**src/rtl/rhsm_pkg.sv**
```systemverilog
// ----------------------------------------------------------------------------
// Rolling hash string matcher package
// Shared widths, register codes, item structs, unit handshakes and FSM states.
// ----------------------------------------------------------------------------
package rhsm_pkg;

  localparam int unsigned BYTE_W  = 8;
  localparam int unsigned RADIX_W = 9;
  localparam int unsigned MOD_W   = 31;
  localparam int unsigned SHIFT_W = 32;

  // Modular unit: a 32-bit operand times a 9-bit operand plus a byte.
  localparam int unsigned MR_A_W   = 32;
  localparam int unsigned MR_PW    = MR_A_W + RADIX_W;
  localparam int unsigned MR_CNT_W = $clog2(MR_PW + 1);

  // Configuration port.
  localparam int unsigned APB_ADDR_W = 3;
  localparam int unsigned APB_DATA_W = 32;
  localparam logic REG_RADIX   = 1'b0;
  localparam logic REG_MODULUS = 1'b1;

  localparam logic [RADIX_W-1:0] RADIX_RST   = 9'd256;
  localparam logic [MOD_W-1:0]   MODULUS_RST = 31'd65536;

  localparam logic ACT_PATTERN = 1'b0;
  localparam logic ACT_TEXT    = 1'b1;

  typedef struct packed {
    logic              action;
    logic [BYTE_W-1:0] byte_value;
    logic              restart;
  } in_item_t;

  typedef struct packed {
    logic               window_full;
    logic               hash_hit;
    logic               match;
    logic [SHIFT_W-1:0] shift;
  } out_item_t;

  typedef struct packed {
    logic               start;
    logic [MR_A_W-1:0]  a;
    logic [RADIX_W-1:0] b;
    logic [BYTE_W-1:0]  c;
  } mr_req_t;

  typedef struct packed {
    logic             done;
    logic [MOD_W-1:0] rem;
  } mr_rsp_t;

  typedef enum logic [3:0] {
    ST_IDLE,
    ST_PHASH,
    ST_PHASH_W,
    ST_PPOW,
    ST_PPOW_W,
    ST_TFILL,
    ST_TFILL_W,
    ST_SRD,
    ST_STERM,
    ST_STERM_W,
    ST_SHASH,
    ST_SHASH_W,
    ST_EVAL,
    ST_CMP_RD,
    ST_CMP_CHK,
    ST_OUT
  } state_t;

endpackage

```
**src/rtl/rhsm_modred.sv**
```systemverilog
// ----------------------------------------------------------------------------
// Serial modular multiply-add unit
// Computes (a * b + c) mod q, one remainder bit per cycle.
// ----------------------------------------------------------------------------
module rhsm_modred (
  input  logic                         clk,
  input  logic                         rst_n,
  input  rhsm_pkg::mr_req_t            req,
  input  logic [rhsm_pkg::MOD_W-1:0]   q,
  output rhsm_pkg::mr_rsp_t            rsp
);

  logic [rhsm_pkg::MR_PW-1:0]    prod_r, prod_nxt;
  logic [rhsm_pkg::MOD_W-1:0]    rem_r, rem_nxt;
  logic [rhsm_pkg::MR_CNT_W-1:0] cnt_r, cnt_nxt;
  logic                          busy_r, busy_nxt;
  logic                          done_r, done_nxt;
  logic [rhsm_pkg::MOD_W:0]      trial;
  logic [rhsm_pkg::MOD_W:0]      q_ext;

  assign q_ext = {1'b0, q};
  // Shift the next product bit into the partial remainder.
  assign trial = {rem_r, prod_r[rhsm_pkg::MR_PW-1]};

  always_comb begin
    prod_nxt = prod_r;
    rem_nxt  = rem_r;
    cnt_nxt  = cnt_r;
    busy_nxt = busy_r;
    done_nxt = 1'b0;
    if (req.start) begin
      prod_nxt = rhsm_pkg::MR_PW'(req.a) * rhsm_pkg::MR_PW'(req.b)
               + rhsm_pkg::MR_PW'(req.c);
      rem_nxt  = '0;
      cnt_nxt  = rhsm_pkg::MR_CNT_W'(rhsm_pkg::MR_PW);
      busy_nxt = 1'b1;
    end else if (busy_r) begin
      if (trial >= q_ext) begin
        rem_nxt = rhsm_pkg::MOD_W'(trial - q_ext);
      end else begin
        rem_nxt = rhsm_pkg::MOD_W'(trial);
      end
      prod_nxt = {prod_r[rhsm_pkg::MR_PW-2:0], 1'b0};
      cnt_nxt  = cnt_r - rhsm_pkg::MR_CNT_W'(1);
      if (cnt_r == rhsm_pkg::MR_CNT_W'(1)) begin
        busy_nxt = 1'b0;
        done_nxt = 1'b1;
      end
    end
  end

  always_ff @(posedge clk) begin
    if (!rst_n) begin
      rem_r  <= '0;
      cnt_r  <= '0;
      busy_r <= 1'b0;
      done_r <= 1'b0;
    end else begin
      rem_r  <= rem_nxt;
      cnt_r  <= cnt_nxt;
      busy_r <= busy_nxt;
      done_r <= done_nxt;
    end
  end

  always_ff @(posedge clk) begin
    prod_r <= prod_nxt;
  end

  assign rsp.done = done_r;
  assign rsp.rem  = rem_r;

`ifndef SYNTH
  a_no_start_busy : assert property (@(posedge clk) disable iff (!rst_n)
    req.start |-> !busy_r)
    else $error("modular unit started while busy");

  a_done_follows : assert property (@(posedge clk) disable iff (!rst_n)
    (busy_r && !req.start && cnt_r == rhsm_pkg::MR_CNT_W'(1)) |=> rsp.done)
    else $error("modular unit missed its done pulse");

  a_rem_reduced : assert property (@(posedge clk) disable iff (!rst_n)
    (busy_r || rsp.done) |-> ({1'b0, rem_r} < q_ext))
    else $error("partial remainder not below modulus");
`endif

endmodule

```
**src/rtl/rhsm_bytes.sv**
```systemverilog
// ----------------------------------------------------------------------------
// Pattern store and text window memories
// Two byte memories with one write and one registered read port each.
// ----------------------------------------------------------------------------
module rhsm_bytes #(
  parameter int unsigned DEPTH = 32,
  parameter int unsigned IW    = 5
) (
  input  logic                        clk,
  input  logic                        pat_we,
  input  logic [IW-1:0]               pat_waddr,
  input  logic [rhsm_pkg::BYTE_W-1:0] pat_wdata,
  input  logic [IW-1:0]               pat_raddr,
  output logic [rhsm_pkg::BYTE_W-1:0] pat_rdata,
  input  logic                        txt_we,
  input  logic [IW-1:0]               txt_waddr,
  input  logic [rhsm_pkg::BYTE_W-1:0] txt_wdata,
  input  logic [IW-1:0]               txt_raddr,
  output logic [rhsm_pkg::BYTE_W-1:0] txt_rdata
);

  logic [rhsm_pkg::BYTE_W-1:0] pat_mem [DEPTH];
  logic [rhsm_pkg::BYTE_W-1:0] txt_mem [DEPTH];
  logic [rhsm_pkg::BYTE_W-1:0] pat_rdata_r;
  logic [rhsm_pkg::BYTE_W-1:0] txt_rdata_r;

  always_ff @(posedge clk) begin
    if (pat_we) begin
      pat_mem[pat_waddr] <= pat_wdata;
    end
    pat_rdata_r <= pat_mem[pat_raddr];
  end

  // The text memory is a ring: the oldest window byte is overwritten in place.
  always_ff @(posedge clk) begin
    if (txt_we) begin
      txt_mem[txt_waddr] <= txt_wdata;
    end
    txt_rdata_r <= txt_mem[txt_raddr];
  end

  assign pat_rdata = pat_rdata_r;
  assign txt_rdata = txt_rdata_r;

endmodule

```
**src/rtl/rolling_hash_string_match.sv**
```systemverilog
// ----------------------------------------------------------------------------
// Rolling hash string matcher
// Stores a pattern, rolls a polynomial hash over the text and confirms hash
// hits byte by byte.
// ----------------------------------------------------------------------------
//
//   Channel  Direction  Handshake              Payload
//   in_      input      in_valid / in_ready    in_item  (action, byte, restart)
//   out_     output     out_valid / out_ready  out_item (full, hit, match, shift)
//   cfg      input      psel/penable/pready    radix at 0x0, modulus at 0x4
//
// A pattern item runs the hash step and, for every byte after the first, the
// power step; a text item runs the hash step while the window fills, and the
// oldest byte's term and then the hash once it slides, plus a byte-by-byte
// compare when the hashes agree. Every step goes through the shared modular
// unit, which reduces a 41-bit product by one remainder bit per cycle.
// Reset is synchronous and active low; no memory clearing pass is needed, as
// fill counts guard every read.
// A finished result waits in the output register, and the next item is taken
// meanwhile; the block stalls only when a second result is ready before the
// first one has been taken.
// ----------------------------------------------------------------------------
module rolling_hash_string_match #(
  parameter int unsigned MAX_PATTERN = 32
) (
  input  logic                              clk,
  input  logic                              rst_n,
  input  logic                              in_valid,
  output logic                              in_ready,
  input  rhsm_pkg::in_item_t                in_item,
  output logic                              out_valid,
  input  logic                              out_ready,
  output rhsm_pkg::out_item_t               out_item,
  input  logic                              psel,
  input  logic                              penable,
  input  logic                              pwrite,
  input  logic [rhsm_pkg::APB_ADDR_W-1:0]   paddr,
  input  logic [rhsm_pkg::APB_DATA_W-1:0]   pwdata,
  output logic [rhsm_pkg::APB_DATA_W-1:0]   prdata,
  output logic                              pready
);

  // IW indexes the byte memories, LW holds a length up to MAX_PATTERN itself.
  localparam int unsigned IW = (MAX_PATTERN > 1) ? $clog2(MAX_PATTERN) : 1;
  localparam int unsigned LW = $clog2(MAX_PATTERN + 1);
  localparam logic [LW-1:0] MAXL = LW'(MAX_PATTERN);

  // Configuration registers.
  logic [rhsm_pkg::RADIX_W-1:0] radix_r;
  logic [rhsm_pkg::MOD_W-1:0]   modulus_r;
  logic [rhsm_pkg::MOD_W-1:0]   q_eff;

  // Sequencer and hash state.
  rhsm_pkg::state_t              state_r, state_nxt;
  logic [LW-1:0]                 plen_r, plen_nxt;
  logic [rhsm_pkg::MOD_W-1:0]    ph_r, ph_nxt;
  logic [rhsm_pkg::MOD_W-1:0]    lp_r, lp_nxt;
  logic [rhsm_pkg::MOD_W-1:0]    th_r, th_nxt;
  logic [LW-1:0]                 fill_r, fill_nxt;
  logic [IW-1:0]                 start_r, start_nxt;
  logic [rhsm_pkg::SHIFT_W-1:0]  count_r, count_nxt;
  logic [rhsm_pkg::SHIFT_W-1:0]  pos_r, pos_nxt;
  logic [rhsm_pkg::BYTE_W-1:0]   byte_r, byte_nxt;
  logic [rhsm_pkg::MR_A_W-1:0]   diff_r, diff_nxt;
  logic [IW-1:0]                 ci_r, ci_nxt;
  logic [IW-1:0]                 ti_r, ti_nxt;
  logic                          full_r, full_nxt;
  logic                          hit_r, hit_nxt;
  logic                          eq_r, eq_nxt;
  logic                          out_valid_r, out_valid_nxt;
  rhsm_pkg::out_item_t           out_item_r, out_item_nxt;

  // Unit and memory hookup.
  rhsm_pkg::mr_req_t             mr_req;
  rhsm_pkg::mr_rsp_t             mr_rsp;
  logic                          pat_we;
  logic                          txt_we;
  logic [IW-1:0]                 txt_waddr;
  logic [rhsm_pkg::BYTE_W-1:0]   pat_rdata;
  logic [rhsm_pkg::BYTE_W-1:0]   txt_rdata;
  logic [LW-1:0]                 fill_eff;

  // Step a ring index, wrapping at the pattern length.
  function automatic logic [IW-1:0] wrap_inc(input logic [IW-1:0] idx,
                                             input logic [LW-1:0] len);
    logic [LW-1:0] s;
    s = LW'(idx) + LW'(1);
    return (s == len) ? '0 : s[IW-1:0];
  endfunction

  // A modulus of zero acts as one, which makes every hash zero.
  assign q_eff = (modulus_r == '0) ? rhsm_pkg::MOD_W'(1) : modulus_r;

  // --------------------------------------------------------------------------
  // Configuration port. Writes land on the access cycle; reads are immediate.
  // --------------------------------------------------------------------------
  always_ff @(posedge clk) begin
    if (!rst_n) begin
      radix_r   <= rhsm_pkg::RADIX_RST;
      modulus_r <= rhsm_pkg::MODULUS_RST;
    end else if (psel && penable && pwrite) begin
      unique case (paddr[2])
        rhsm_pkg::REG_RADIX:   radix_r   <= pwdata[rhsm_pkg::RADIX_W-1:0];
        rhsm_pkg::REG_MODULUS: modulus_r <= pwdata[rhsm_pkg::MOD_W-1:0];
        default: ;
      endcase
    end
  end

  always_comb begin
    unique case (paddr[2])
      rhsm_pkg::REG_RADIX:   prdata = rhsm_pkg::APB_DATA_W'(radix_r);
      rhsm_pkg::REG_MODULUS: prdata = rhsm_pkg::APB_DATA_W'(modulus_r);
      default:               prdata = '0;
    endcase
  end

  assign pready = 1'b1;

  // --------------------------------------------------------------------------
  // Sequencer. Every hash update goes through the one modular unit: a pattern
  // byte needs the hash step and, after the first byte, the power step; a sliding
  // text byte needs the oldest byte's term and then the new hash. The difference
  // th + q - term is fed straight into the second product, which is congruent to
  // reducing it first. On a hash hit the window is compared with the pattern one
  // byte at a time, reading then checking each, up to the first mismatch.
  // --------------------------------------------------------------------------
  always_comb begin
    state_nxt     = state_r;
    plen_nxt      = plen_r;
    ph_nxt        = ph_r;
    lp_nxt        = lp_r;
    th_nxt        = th_r;
    fill_nxt      = fill_r;
    start_nxt     = start_r;
    count_nxt     = count_r;
    pos_nxt       = pos_r;
    byte_nxt      = byte_r;
    diff_nxt      = diff_r;
    ci_nxt        = ci_r;
    ti_nxt        = ti_r;
    full_nxt      = full_r;
    hit_nxt       = hit_r;
    eq_nxt        = eq_r;
    out_valid_nxt = out_valid_r && !out_ready;
    out_item_nxt  = out_item_r;
    mr_req        = '0;
    pat_we        = 1'b0;
    txt_we        = 1'b0;
    txt_waddr     = start_r;
    fill_eff      = in_item.restart ? '0 : fill_r;
    in_ready      = 1'b0;

    unique case (state_r)
      rhsm_pkg::ST_IDLE: begin
        in_ready = 1'b1;
        if (in_valid) begin
          byte_nxt = in_item.byte_value;
          if (in_item.action == rhsm_pkg::ACT_PATTERN) begin
            // Any pattern byte invalidates the text window.
            fill_nxt  = '0;
            count_nxt = '0;
            th_nxt    = '0;
            start_nxt = '0;
            if (in_item.restart) begin
              plen_nxt = '0;
              ph_nxt   = '0;
              lp_nxt   = rhsm_pkg::MOD_W'(1);
            end
            state_nxt = rhsm_pkg::ST_PHASH;
          end else begin
            pos_nxt   = in_item.restart ? '0 : count_r;
            count_nxt = (in_item.restart ? '0 : count_r) + rhsm_pkg::SHIFT_W'(1);
            ti_nxt    = in_item.restart ? '0 : start_r;
            full_nxt  = 1'b0;
            hit_nxt   = 1'b0;
            eq_nxt    = 1'b0;
            if (in_item.restart) begin
              fill_nxt  = '0;
              th_nxt    = '0;
              start_nxt = '0;
            end
            if (plen_r == '0) begin
              state_nxt = rhsm_pkg::ST_OUT;
            end else if (fill_eff < plen_r) begin
              state_nxt = rhsm_pkg::ST_TFILL;
            end else begin
              state_nxt = rhsm_pkg::ST_SRD;
            end
          end
        end
      end

      rhsm_pkg::ST_PHASH: begin
        // Bytes past the end of the store are dropped.
        if (plen_r < MAXL) begin
          mr_req.start = 1'b1;
          mr_req.a     = rhsm_pkg::MR_A_W'(ph_r);
          mr_req.b     = radix_r;
          mr_req.c     = byte_r;
          pat_we       = 1'b1;
          state_nxt    = rhsm_pkg::ST_PHASH_W;
        end else begin
          state_nxt = rhsm_pkg::ST_IDLE;
        end
      end

      rhsm_pkg::ST_PHASH_W: begin
        if (mr_rsp.done) begin
          ph_nxt = mr_rsp.rem;
          if (plen_r == '0) begin
            lp_nxt    = (q_eff == rhsm_pkg::MOD_W'(1)) ? '0 : rhsm_pkg::MOD_W'(1);
            plen_nxt  = plen_r + LW'(1);
            state_nxt = rhsm_pkg::ST_IDLE;
          end else begin
            state_nxt = rhsm_pkg::ST_PPOW;
          end
        end
      end

      rhsm_pkg::ST_PPOW: begin
        mr_req.start = 1'b1;
        mr_req.a     = rhsm_pkg::MR_A_W'(lp_r);
        mr_req.b     = radix_r;
        mr_req.c     = '0;
        state_nxt    = rhsm_pkg::ST_PPOW_W;
      end

      rhsm_pkg::ST_PPOW_W: begin
        if (mr_rsp.done) begin
          lp_nxt    = mr_rsp.rem;
          plen_nxt  = plen_r + LW'(1);
          state_nxt = rhsm_pkg::ST_IDLE;
        end
      end

      rhsm_pkg::ST_TFILL: begin
        mr_req.start = 1'b1;
        mr_req.a     = rhsm_pkg::MR_A_W'(th_r);
        mr_req.b     = radix_r;
        mr_req.c     = byte_r;
        txt_we       = 1'b1;
        txt_waddr    = fill_r[IW-1:0];
        state_nxt    = rhsm_pkg::ST_TFILL_W;
      end

      rhsm_pkg::ST_TFILL_W: begin
        if (mr_rsp.done) begin
          th_nxt    = mr_rsp.rem;
          fill_nxt  = fill_r + LW'(1);
          state_nxt = rhsm_pkg::ST_EVAL;
        end
      end

      rhsm_pkg::ST_SRD: begin
        // The ring read of the oldest byte is issued here.
        state_nxt = rhsm_pkg::ST_STERM;
      end

      rhsm_pkg::ST_STERM: begin
        mr_req.start = 1'b1;
        mr_req.a     = rhsm_pkg::MR_A_W'(lp_r);
        mr_req.b     = rhsm_pkg::RADIX_W'(txt_rdata);
        mr_req.c     = '0;
        state_nxt    = rhsm_pkg::ST_STERM_W;
      end

      rhsm_pkg::ST_STERM_W: begin
        if (mr_rsp.done) begin
          diff_nxt  = rhsm_pkg::MR_A_W'(th_r) + rhsm_pkg::MR_A_W'(q_eff)
                    - rhsm_pkg::MR_A_W'(mr_rsp.rem);
          state_nxt = rhsm_pkg::ST_SHASH;
        end
      end

      rhsm_pkg::ST_SHASH: begin
        mr_req.start = 1'b1;
        mr_req.a     = diff_r;
        mr_req.b     = radix_r;
        mr_req.c     = byte_r;
        txt_we       = 1'b1;
        txt_waddr    = start_r;
        start_nxt    = wrap_inc(start_r, plen_r);
        state_nxt    = rhsm_pkg::ST_SHASH_W;
      end

      rhsm_pkg::ST_SHASH_W: begin
        if (mr_rsp.done) begin
          th_nxt    = mr_rsp.rem;
          state_nxt = rhsm_pkg::ST_EVAL;
        end
      end

      rhsm_pkg::ST_EVAL: begin
        ci_nxt   = '0;
        ti_nxt   = start_r;
        full_nxt = (fill_r >= plen_r);
        hit_nxt  = (fill_r >= plen_r) && (th_r == ph_r);
        eq_nxt   = 1'b0;
        if ((fill_r >= plen_r) && (th_r == ph_r)) begin
          state_nxt = rhsm_pkg::ST_CMP_RD;
        end else begin
          state_nxt = rhsm_pkg::ST_OUT;
        end
      end

      rhsm_pkg::ST_CMP_RD: begin
        state_nxt = rhsm_pkg::ST_CMP_CHK;
      end

      rhsm_pkg::ST_CMP_CHK: begin
        if (pat_rdata != txt_rdata) begin
          eq_nxt    = 1'b0;
          state_nxt = rhsm_pkg::ST_OUT;
        end else if (LW'(ci_r) == plen_r - LW'(1)) begin
          eq_nxt    = 1'b1;
          state_nxt = rhsm_pkg::ST_OUT;
        end else begin
          ci_nxt    = ci_r + IW'(1);
          ti_nxt    = wrap_inc(ti_r, plen_r);
          state_nxt = rhsm_pkg::ST_CMP_RD;
        end
      end

      rhsm_pkg::ST_OUT: begin
        if (!out_valid_r || out_ready) begin
          out_item_nxt.window_full = full_r;
          out_item_nxt.hash_hit    = hit_r;
          out_item_nxt.match       = eq_r;
          out_item_nxt.shift       = full_r
                                   ? pos_r - rhsm_pkg::SHIFT_W'(plen_r)
                                     + rhsm_pkg::SHIFT_W'(1)
                                   : '0;
          out_valid_nxt = 1'b1;
          state_nxt     = rhsm_pkg::ST_IDLE;
        end
      end

      default: state_nxt = rhsm_pkg::ST_IDLE;
    endcase
  end

  always_ff @(posedge clk) begin
    if (!rst_n) begin
      state_r     <= rhsm_pkg::ST_IDLE;
      plen_r      <= '0;
      ph_r        <= '0;
      lp_r        <= rhsm_pkg::MOD_W'(1);
      th_r        <= '0;
      fill_r      <= '0;
      start_r     <= '0;
      count_r     <= '0;
      ci_r        <= '0;
      ti_r        <= '0;
      full_r      <= 1'b0;
      hit_r       <= 1'b0;
      eq_r        <= 1'b0;
      out_valid_r <= 1'b0;
    end else begin
      state_r     <= state_nxt;
      plen_r      <= plen_nxt;
      ph_r        <= ph_nxt;
      lp_r        <= lp_nxt;
      th_r        <= th_nxt;
      fill_r      <= fill_nxt;
      start_r     <= start_nxt;
      count_r     <= count_nxt;
      ci_r        <= ci_nxt;
      ti_r        <= ti_nxt;
      full_r      <= full_nxt;
      hit_r       <= hit_nxt;
      eq_r        <= eq_nxt;
      out_valid_r <= out_valid_nxt;
    end
  end

  // Payload registers carry no reset.
  always_ff @(posedge clk) begin
    pos_r      <= pos_nxt;
    byte_r     <= byte_nxt;
    diff_r     <= diff_nxt;
    out_item_r <= out_item_nxt;
  end

  assign out_valid = out_valid_r;
  assign out_item  = out_item_r;

  rhsm_modred u_modred (
    .clk   (clk),
    .rst_n (rst_n),
    .req   (mr_req),
    .q     (q_eff),
    .rsp   (mr_rsp)
  );

  rhsm_bytes #(
    .DEPTH (MAX_PATTERN),
    .IW    (IW)
  ) u_bytes (
    .clk       (clk),
    .pat_we    (pat_we),
    .pat_waddr (plen_r[IW-1:0]),
    .pat_wdata (byte_r),
    .pat_raddr (ci_r),
    .pat_rdata (pat_rdata),
    .txt_we    (txt_we),
    .txt_waddr (txt_waddr),
    .txt_wdata (byte_r),
    .txt_raddr (ti_r),
    .txt_rdata (txt_rdata)
  );

`ifndef SYNTH
  a_fill_bound : assert property (@(posedge clk) disable iff (!rst_n)
    fill_r <= plen_r)
    else $error("window fill exceeds pattern length");

  a_ring_start : assert property (@(posedge clk) disable iff (!rst_n)
    (plen_r != '0) |-> (LW'(start_r) < plen_r))
    else $error("ring start pointer outside the window");

  a_out_hold : assert property (@(posedge clk) disable iff (!rst_n)
    (out_valid && !out_ready) |=> (out_valid && $stable(out_item)))
    else $error("waiting result changed before it was taken");
`endif

endmodule
```
**config.mk**
```make
export PLATFORM = sky130hd
export DESIGN_NAME = rolling_hash_string_match
export DESIGN_NICKNAME = d
export VERILOG_FILES = /design/src/rtl/rhsm_pkg.sv /design/src/rtl/rhsm_modred.sv /design/src/rtl/rhsm_bytes.sv /design/src/rtl/rolling_hash_string_match.sv
export SDC_FILE = /design/constraint.sdc
export NUM_CORES = 2
export LEC_CHECK = 0
export BUFFER_PORTS_ARGS = -buffer_cell sky130_fd_sc_hd__buf_2
export CAP_MARGIN = 20
export CORE_AREA = 5 5 332 334
export CTS_CLUSTER_SIZE = 8
export DETAILED_ROUTE_END_ITERATION = 7
export DIE_AREA = 0 0 337 339
export GPL_TIMING_DRIVEN = 0
export PLACE_DENSITY = 0.69
export SYNTH_ARGS = -nofsm -noshare
export SYNTH_HDL_FRONTEND = slang
export SYNTH_SLANG_ARGS = --single-unit
export TNS_END_PERCENT = 1
```
**constraint.sdc**
```tcl
create_clock -name clk -period 7.3 [get_ports clk]
set_clock_uncertainty 0.05 [all_clocks]
set_input_delay 0.73 -clock clk [delete_from_list [all_inputs] [get_ports clk]]
set_output_delay 0.73 -clock clk [all_outputs]
set_load 0.01 [all_outputs]
```
==> metrics.txt <==
# TYPE chip_impl_metric gauge
chip_impl_info{name="grt_setup_unrepaired",value="yes"} 1
chip_impl_info{name="post_synth_main_area_contributors",value="sky130_fd_sc_hd__edfxtp_1 37%, sky130_fd_sc_hd__dfxtp_1 9.6%, sky130_fd_sc_hd__fa_1 9.4%, sky130_fd_sc_hd__mux4_2 6.8%, sky130_fd_sc_hd__ha_1 5.2%"} 1
chip_impl_metric{name="report.final.slew_viol_count",unit=""} 0
chip_impl_metric{name="insertedDiodeCount",unit=""} 0
chip_impl_info{name="setup.worst_path.end_class",value="flop"} 1
chip_impl_info{name="clockRootBuffer",value="sky130_fd_sc_hd__clkbuf_16"} 1
chip_impl_info{name="timing.hold.worst.class",value="input pin to flop"} 1
chip_impl_metric{name="dp.cells",unit=""} 6173
chip_impl_metric{name="worstPathRequired",unit="ns"} 7.73
chip_impl_metric{name="worst_path_clk_slew",unit="ns"} 0.05
chip_impl_metric{name="dp_hpwl",unit="µm"} 111000
chip_impl_metric{name="fp.dieW",unit="µm"} 337
chip_impl_info{name="cp-start-kind",value="flop"} 1
chip_impl_info{name="critical_path_cell_by_cell",value="inv_4 -> nor2_1 -> o31ai_4 -> buf_4 -> a22oi_2 -> clkbuf_1 -> nor2_1 -> fa_1 -> fa_1 -> fa_1 -> fa_1 -> ha_1 -> ha_1 -> buf_2 -> a21o_1 -> a21o_1 -> a221oi_1 -> o21ai_0 -> a221oi_1 -> nand2_2 -> nor3b_4 -> nand2b_4 -> xor2_1 -> mux2_2"} 1
chip_impl_metric{name="report.final.setup_viol",unit=""} 0
chip_impl_metric{name="synth_largest_type_area_fraction",unit="%"} 37.4
chip_impl_metric{name="synth-edff-count",unit=""} 660
chip_impl_metric{name="clock.fmax",unit="GHz"} 0.138
chip_impl_metric{name="multiInputGateArea",unit="µm²"} 26400
chip_impl_metric{name="htree_levels",unit=""} 4
chip_impl_metric{name="initial_core_util",unit="%"} 49.7
chip_impl_info{name="critical-path-slowest-cell",value="sky130_fd_sc_hd__fa_1"} 1
chip_impl_info{name="synth.most_common_cell",value="sky130_fd_sc_hd__edfxtp_1"} 1
chip_impl_metric{name="global_placement_routability_congestion",unit=""} 0.961
chip_impl_metric{name="power.density",unit="nW/µm²"} 316
chip_impl_metric{name="num_rows",unit=""} 120
chip_impl_metric{name="drc_errors",unit=""} 0
chip_impl_metric{name="post_synth_num_cell_types",unit=""} 94
chip_impl_metric{name="design.final.nets",unit=""} 5463
chip_impl_metric{name="clock_tree.buffer_depth",unit=""} 3
chip_impl_metric{name="postSynth.asyncResetShare",unit="%"} 0
chip_impl_metric{name="grt_antenna_before_repair",unit=""} 4
chip_impl_metric{name="final-instance-count-excl-fill",unit=""} 6415
chip_impl_info{name="ys_dominant_reg_cell",value="sky130_fd_sc_hd__edfxtp_1"} 1
chip_impl_metric{name="floorplan.die.height",unit="µm"} 339
chip_impl_metric{name="route.detailed.vias_per_inst",unit=""} 5.97
chip_impl_metric{name="coreArea",unit="µm²"} 107000
chip_impl_metric{name="detail_route.iter0.violations",unit=""} 3953
chip_impl_metric{name="routed_length_per_instance",unit="µm"} 23.5
chip_impl_metric{name="synth_area",unit="µm²"} 53000
chip_impl_metric{name="vias_in_the_first_global_route",unit=""} 37900
chip_impl_metric{name="worst_slew_pin_slew",unit="ns"} 1.33
chip_impl_metric{name="synth_seq_area_share",unit="%"} 47.1
chip_impl_metric{name="synth.yosys.warnings",unit=""} 0
chip_impl_metric{name="critical_path.max_fanout",unit=""} 10
chip_impl_metric{name="final_min_period_over_clock_period",unit="%"} 99.0
chip_impl_metric{name="postRouteAntennaNets",unit=""} 0
chip_impl_info{name="timing_worst_setup_path_type",value="flop to flop"} 1
chip_impl_info{name="hold_start",value="in_item[2]"} 1
chip_impl_metric{name="postSynthRegisterBits",unit=""} 915
chip_impl_metric{name="relSlewSlack",unit="%"} 11.6
chip_impl_metric{name="detailroute.via_count",unit=""} 38300
chip_impl_metric{name="grt.total_usage",unit="%"} 26.2
chip_impl_metric{name="die-area",unit="µm²"} 114000
chip_impl_metric{name="vdd_ir_drop_max",unit="mV"} 0.360
chip_impl_metric{name="netlist_instances",unit=""} 4634
chip_impl_metric{name="synth_fp_nets",unit=""} 5155
chip_impl_info{name="status",value="finished clean"} 1
chip_impl_metric{name="synth.avg_cell_area",unit="µm²"} 11.4
chip_impl_metric{name="finalHoldViolations",unit=""} 0
chip_impl_metric{name="synthToLayoutAreaGrowth",unit="%"} 14.8
chip_impl_metric{name="top_level_ports",unit=""} 122
chip_impl_metric{name="maximum_number_of_pins_on_one_net_before_global_route_repair",unit=""} 34
chip_impl_info{name="synthDominantAreaCellType",value="sky130_fd_sc_hd__edfxtp_1"} 1
chip_impl_metric{name="final_layout_size_suffix_gt1_share",unit="%"} 14.1
chip_impl_metric{name="period_minus_slack",unit="ns"} 7.23
chip_impl_metric{name="detail_route.first_pass.iterations",unit=""} 6
chip_impl_metric{name="clkSinkCount",unit=""} 915
chip_impl_info{name="cpMostUsedCell",value="sky130_fd_sc_hd__fa_1"} 1
chip_impl_metric{name="num_cts_buffers",unit=""} 133
chip_impl_metric{name="routed_wl",unit="µm"} 151000
chip_impl_metric{name="worstPathArrival",unit="ns"} 7.65
chip_impl_metric{name="max-cap-violations",unit=""} 0
chip_impl_metric{name="nFillCells",unit=""} 8741
chip_impl_metric{name="worst_path_largest_cell_delay",unit="ns"} 0.54
chip_impl_metric{name="grt_remaining_overflow",unit=""} 0
chip_impl_info{name="synthTopCellsByCount",value="660 x sky130_fd_sc_hd__edfxtp_1, 513 x sky130_fd_sc_hd__nand2_1, 394 x sky130_fd_sc_hd__nor2_1"} 1
chip_impl_metric{name="global_route_wire_length_before_repair",unit="µm"} 229000
chip_impl_metric{name="postCtsHoldBufs",unit=""} 0
chip_impl_info{name="cts_tree",value="done"} 1
chip_impl_metric{name="leakagePower",unit="nW"} 23.4
chip_impl_metric{name="whs",unit="ns"} 0.123
chip_impl_metric{name="port-buffer-count",unit=""} 113
chip_impl_metric{name="placed_cell_area",unit="µm²"} 55900
chip_impl_info{name="r2r_startpoint",value="plen_r[5]$_SDFFE_PN0P_"} 1
chip_impl_metric{name="clock_latency",unit="ns"} 0.74
chip_impl_info{name="launch_point_of_the_worst_path",value="plen_r[5]$_SDFFE_PN0P_"} 1
chip_impl_metric{name="final_cell_area",unit="µm²"} 60800
chip_impl_metric{name="register_area",unit="µm²"} 24900
==> per-layer routing <==
layer / vias up / track usage (%) / share of wire, %
li1: 17200 / - / -
met5: - / 0 / 0.032
met3: 301 / 6.51 / 10
met4: 8 / 8.08 / 3.2
met2: 1906 / 40.5 / 45
met1: 18800 / 36.8 / 41
==> what timing repair did <==
action                     CTS  global route
setup buffers               24            14
setup endpoints to repair   32            17
gates cloned                 0             1
gates resized for setup    139            76
pin swaps                   14            17
==> cell usage in the layout (no fill, tap or decap), types with 13 or more instances in the layout <==
cell type	n
sky130_fd_sc_hd__dfxtp_1	250
sky130_fd_sc_hd__clkbuf_16	134
sky130_fd_sc_hd__edfxtp_1	660
sky130_fd_sc_hd__nor4_1	24
sky130_fd_sc_hd__fa_1	247
sky130_fd_sc_hd__a31oi_1	14
sky130_fd_sc_hd__o21a_1	20
sky130_fd_sc_hd__a21oi_1	182
sky130_fd_sc_hd__nor2b_1	87
sky130_fd_sc_hd__a211oi_1	17
sky130_fd_sc_hd__nand3_1	155
sky130_fd_sc_hd__o21ai_0	178
sky130_fd_sc_hd__clkbuf_1	199
sky130_fd_sc_hd__xnor2_1	86
sky130_fd_sc_hd__nand2_1	510
sky130_fd_sc_hd__a22oi_1	13
sky130_fd_sc_hd__xor2_1	96
sky130_fd_sc_hd__and3_1	20
sky130_fd_sc_hd__nand4_1	35
sky130_fd_sc_hd__nor2_1	389
sky130_fd_sc_hd__nor3_1	35
sky130_fd_sc_hd__mux2_2	31
sky130_fd_sc_hd__inv_1	316
sky130_fd_sc_hd__buf_2	145
sky130_fd_sc_hd__o21ai_1	14
sky130_fd_sc_hd__a21boi_0	149
sky130_fd_sc_hd__ha_1	218
sky130_fd_sc_hd__o211ai_1	13
sky130_fd_sc_hd__o21bai_1	17
sky130_fd_sc_hd__mux4_2	160
sky130_fd_sc_hd__nand2b_1	40
sky130_fd_sc_hd__buf_16	19
sky130_fd_sc_hd__a21o_1	80
sky130_fd_sc_hd__and2_1	51
sky130_fd_sc_hd__buf_4	53
sky130_fd_sc_hd__a221o_1	28
==> cell families (layout without fill, tap and decap cells) <==
group	count (synthesis)	in the layout	share of synthesized area, %
simple gates	1422	1422	12.3
other cells	2	2	0.0142
flops	915	915	47.1
xor+xnor	182	182	3.01
buf+inv	559	936	4.13
fa+ha+maj	469	469	14.6
mux	203	203	7.69
compound gates	882	883	11.2
==> through the flow <==
step                power [W]  TNS (ns)  worst slack, ns  utilization (%)
floorplan              0.0111         0            0.133                -
global placement       0.0129    -26.99            -1.46             51.9
detailed placement     0.0131    -30.85            -1.58             52.4
CTS                    0.0191         0          0.00487             56.7
global route           0.0201    -0.530          -0.0975             57.0
finish                 0.0192         0           0.0720             57.0
==> path summary, 6_finish.rpt <==
path | cells past startpoint | slack (ns) | end
worst max-delay path | 24 | 0.07 | u_modred.prod_r[32]$_DFFE_PP_
worst min register to register | 0 | 0.39 | out_item[32]$_DFFE_PP_
worst min-delay path | 1 | 0.12 | byte_r[1]$_DFFE_PP_
worst max register to register | 24 | 0.07 | u_modred.prod_r[32]$_DFFE_PP_
==> state kept, by name, indices dropped and copies added, names as in the netlist, 6 cells and up <==
signal	cells
count_r	32
ph_r	31
th_r	31
u_modred.cnt_r	6
byte_r	8
u_bytes.txt_mem	256
u_bytes.pat_mem	256
plen_r	6
diff_r	32
u_modred.prod_r	41
u_bytes.pat_rdata	8
pos_r	32
u_modred.rem_r	31
lp_r	31
fill_r	6
out_item	35
radix_r	9
u_bytes.txt_rdata	8
modulus_r	31
==> layout make-up <==
class                      count  share of cell area (%)
buffer                       234                    1.90
clock buffer                 190                    5.89
clock inverter                15                   0.492
inverter                     322                    1.99
multi-input combinational   3161                    43.4
sequential                   915                    41.0
tap                         1403                    2.89
timing repair buffer         175                    2.38
==> worst max-delay path, delay by kind of cell, from the launching register on <==
family          cells  cell delay, ns
fa+ha+maj           6            2.44
compound gates      7            1.74
buf+inv             4            0.93
simple gates        5            0.88
flops               1            0.47
mux                 1            0.27
xor+xnor            1            0.14
==> power by group <==
| group | switching [W] | total [W] | internal [W] |
|---|---|---|---|
| logic | 0.00415 | 0.00670 | 0.00255 |
| clock network | 0.00237 | 0.00578 | 0.00342 |
| registers | 0.000478 | 0.00672 | 0.00624 |
| total | 0.00699 | 0.0192 | 0.0122 |
No activity file was read; power rests on OpenSTA's default activity.
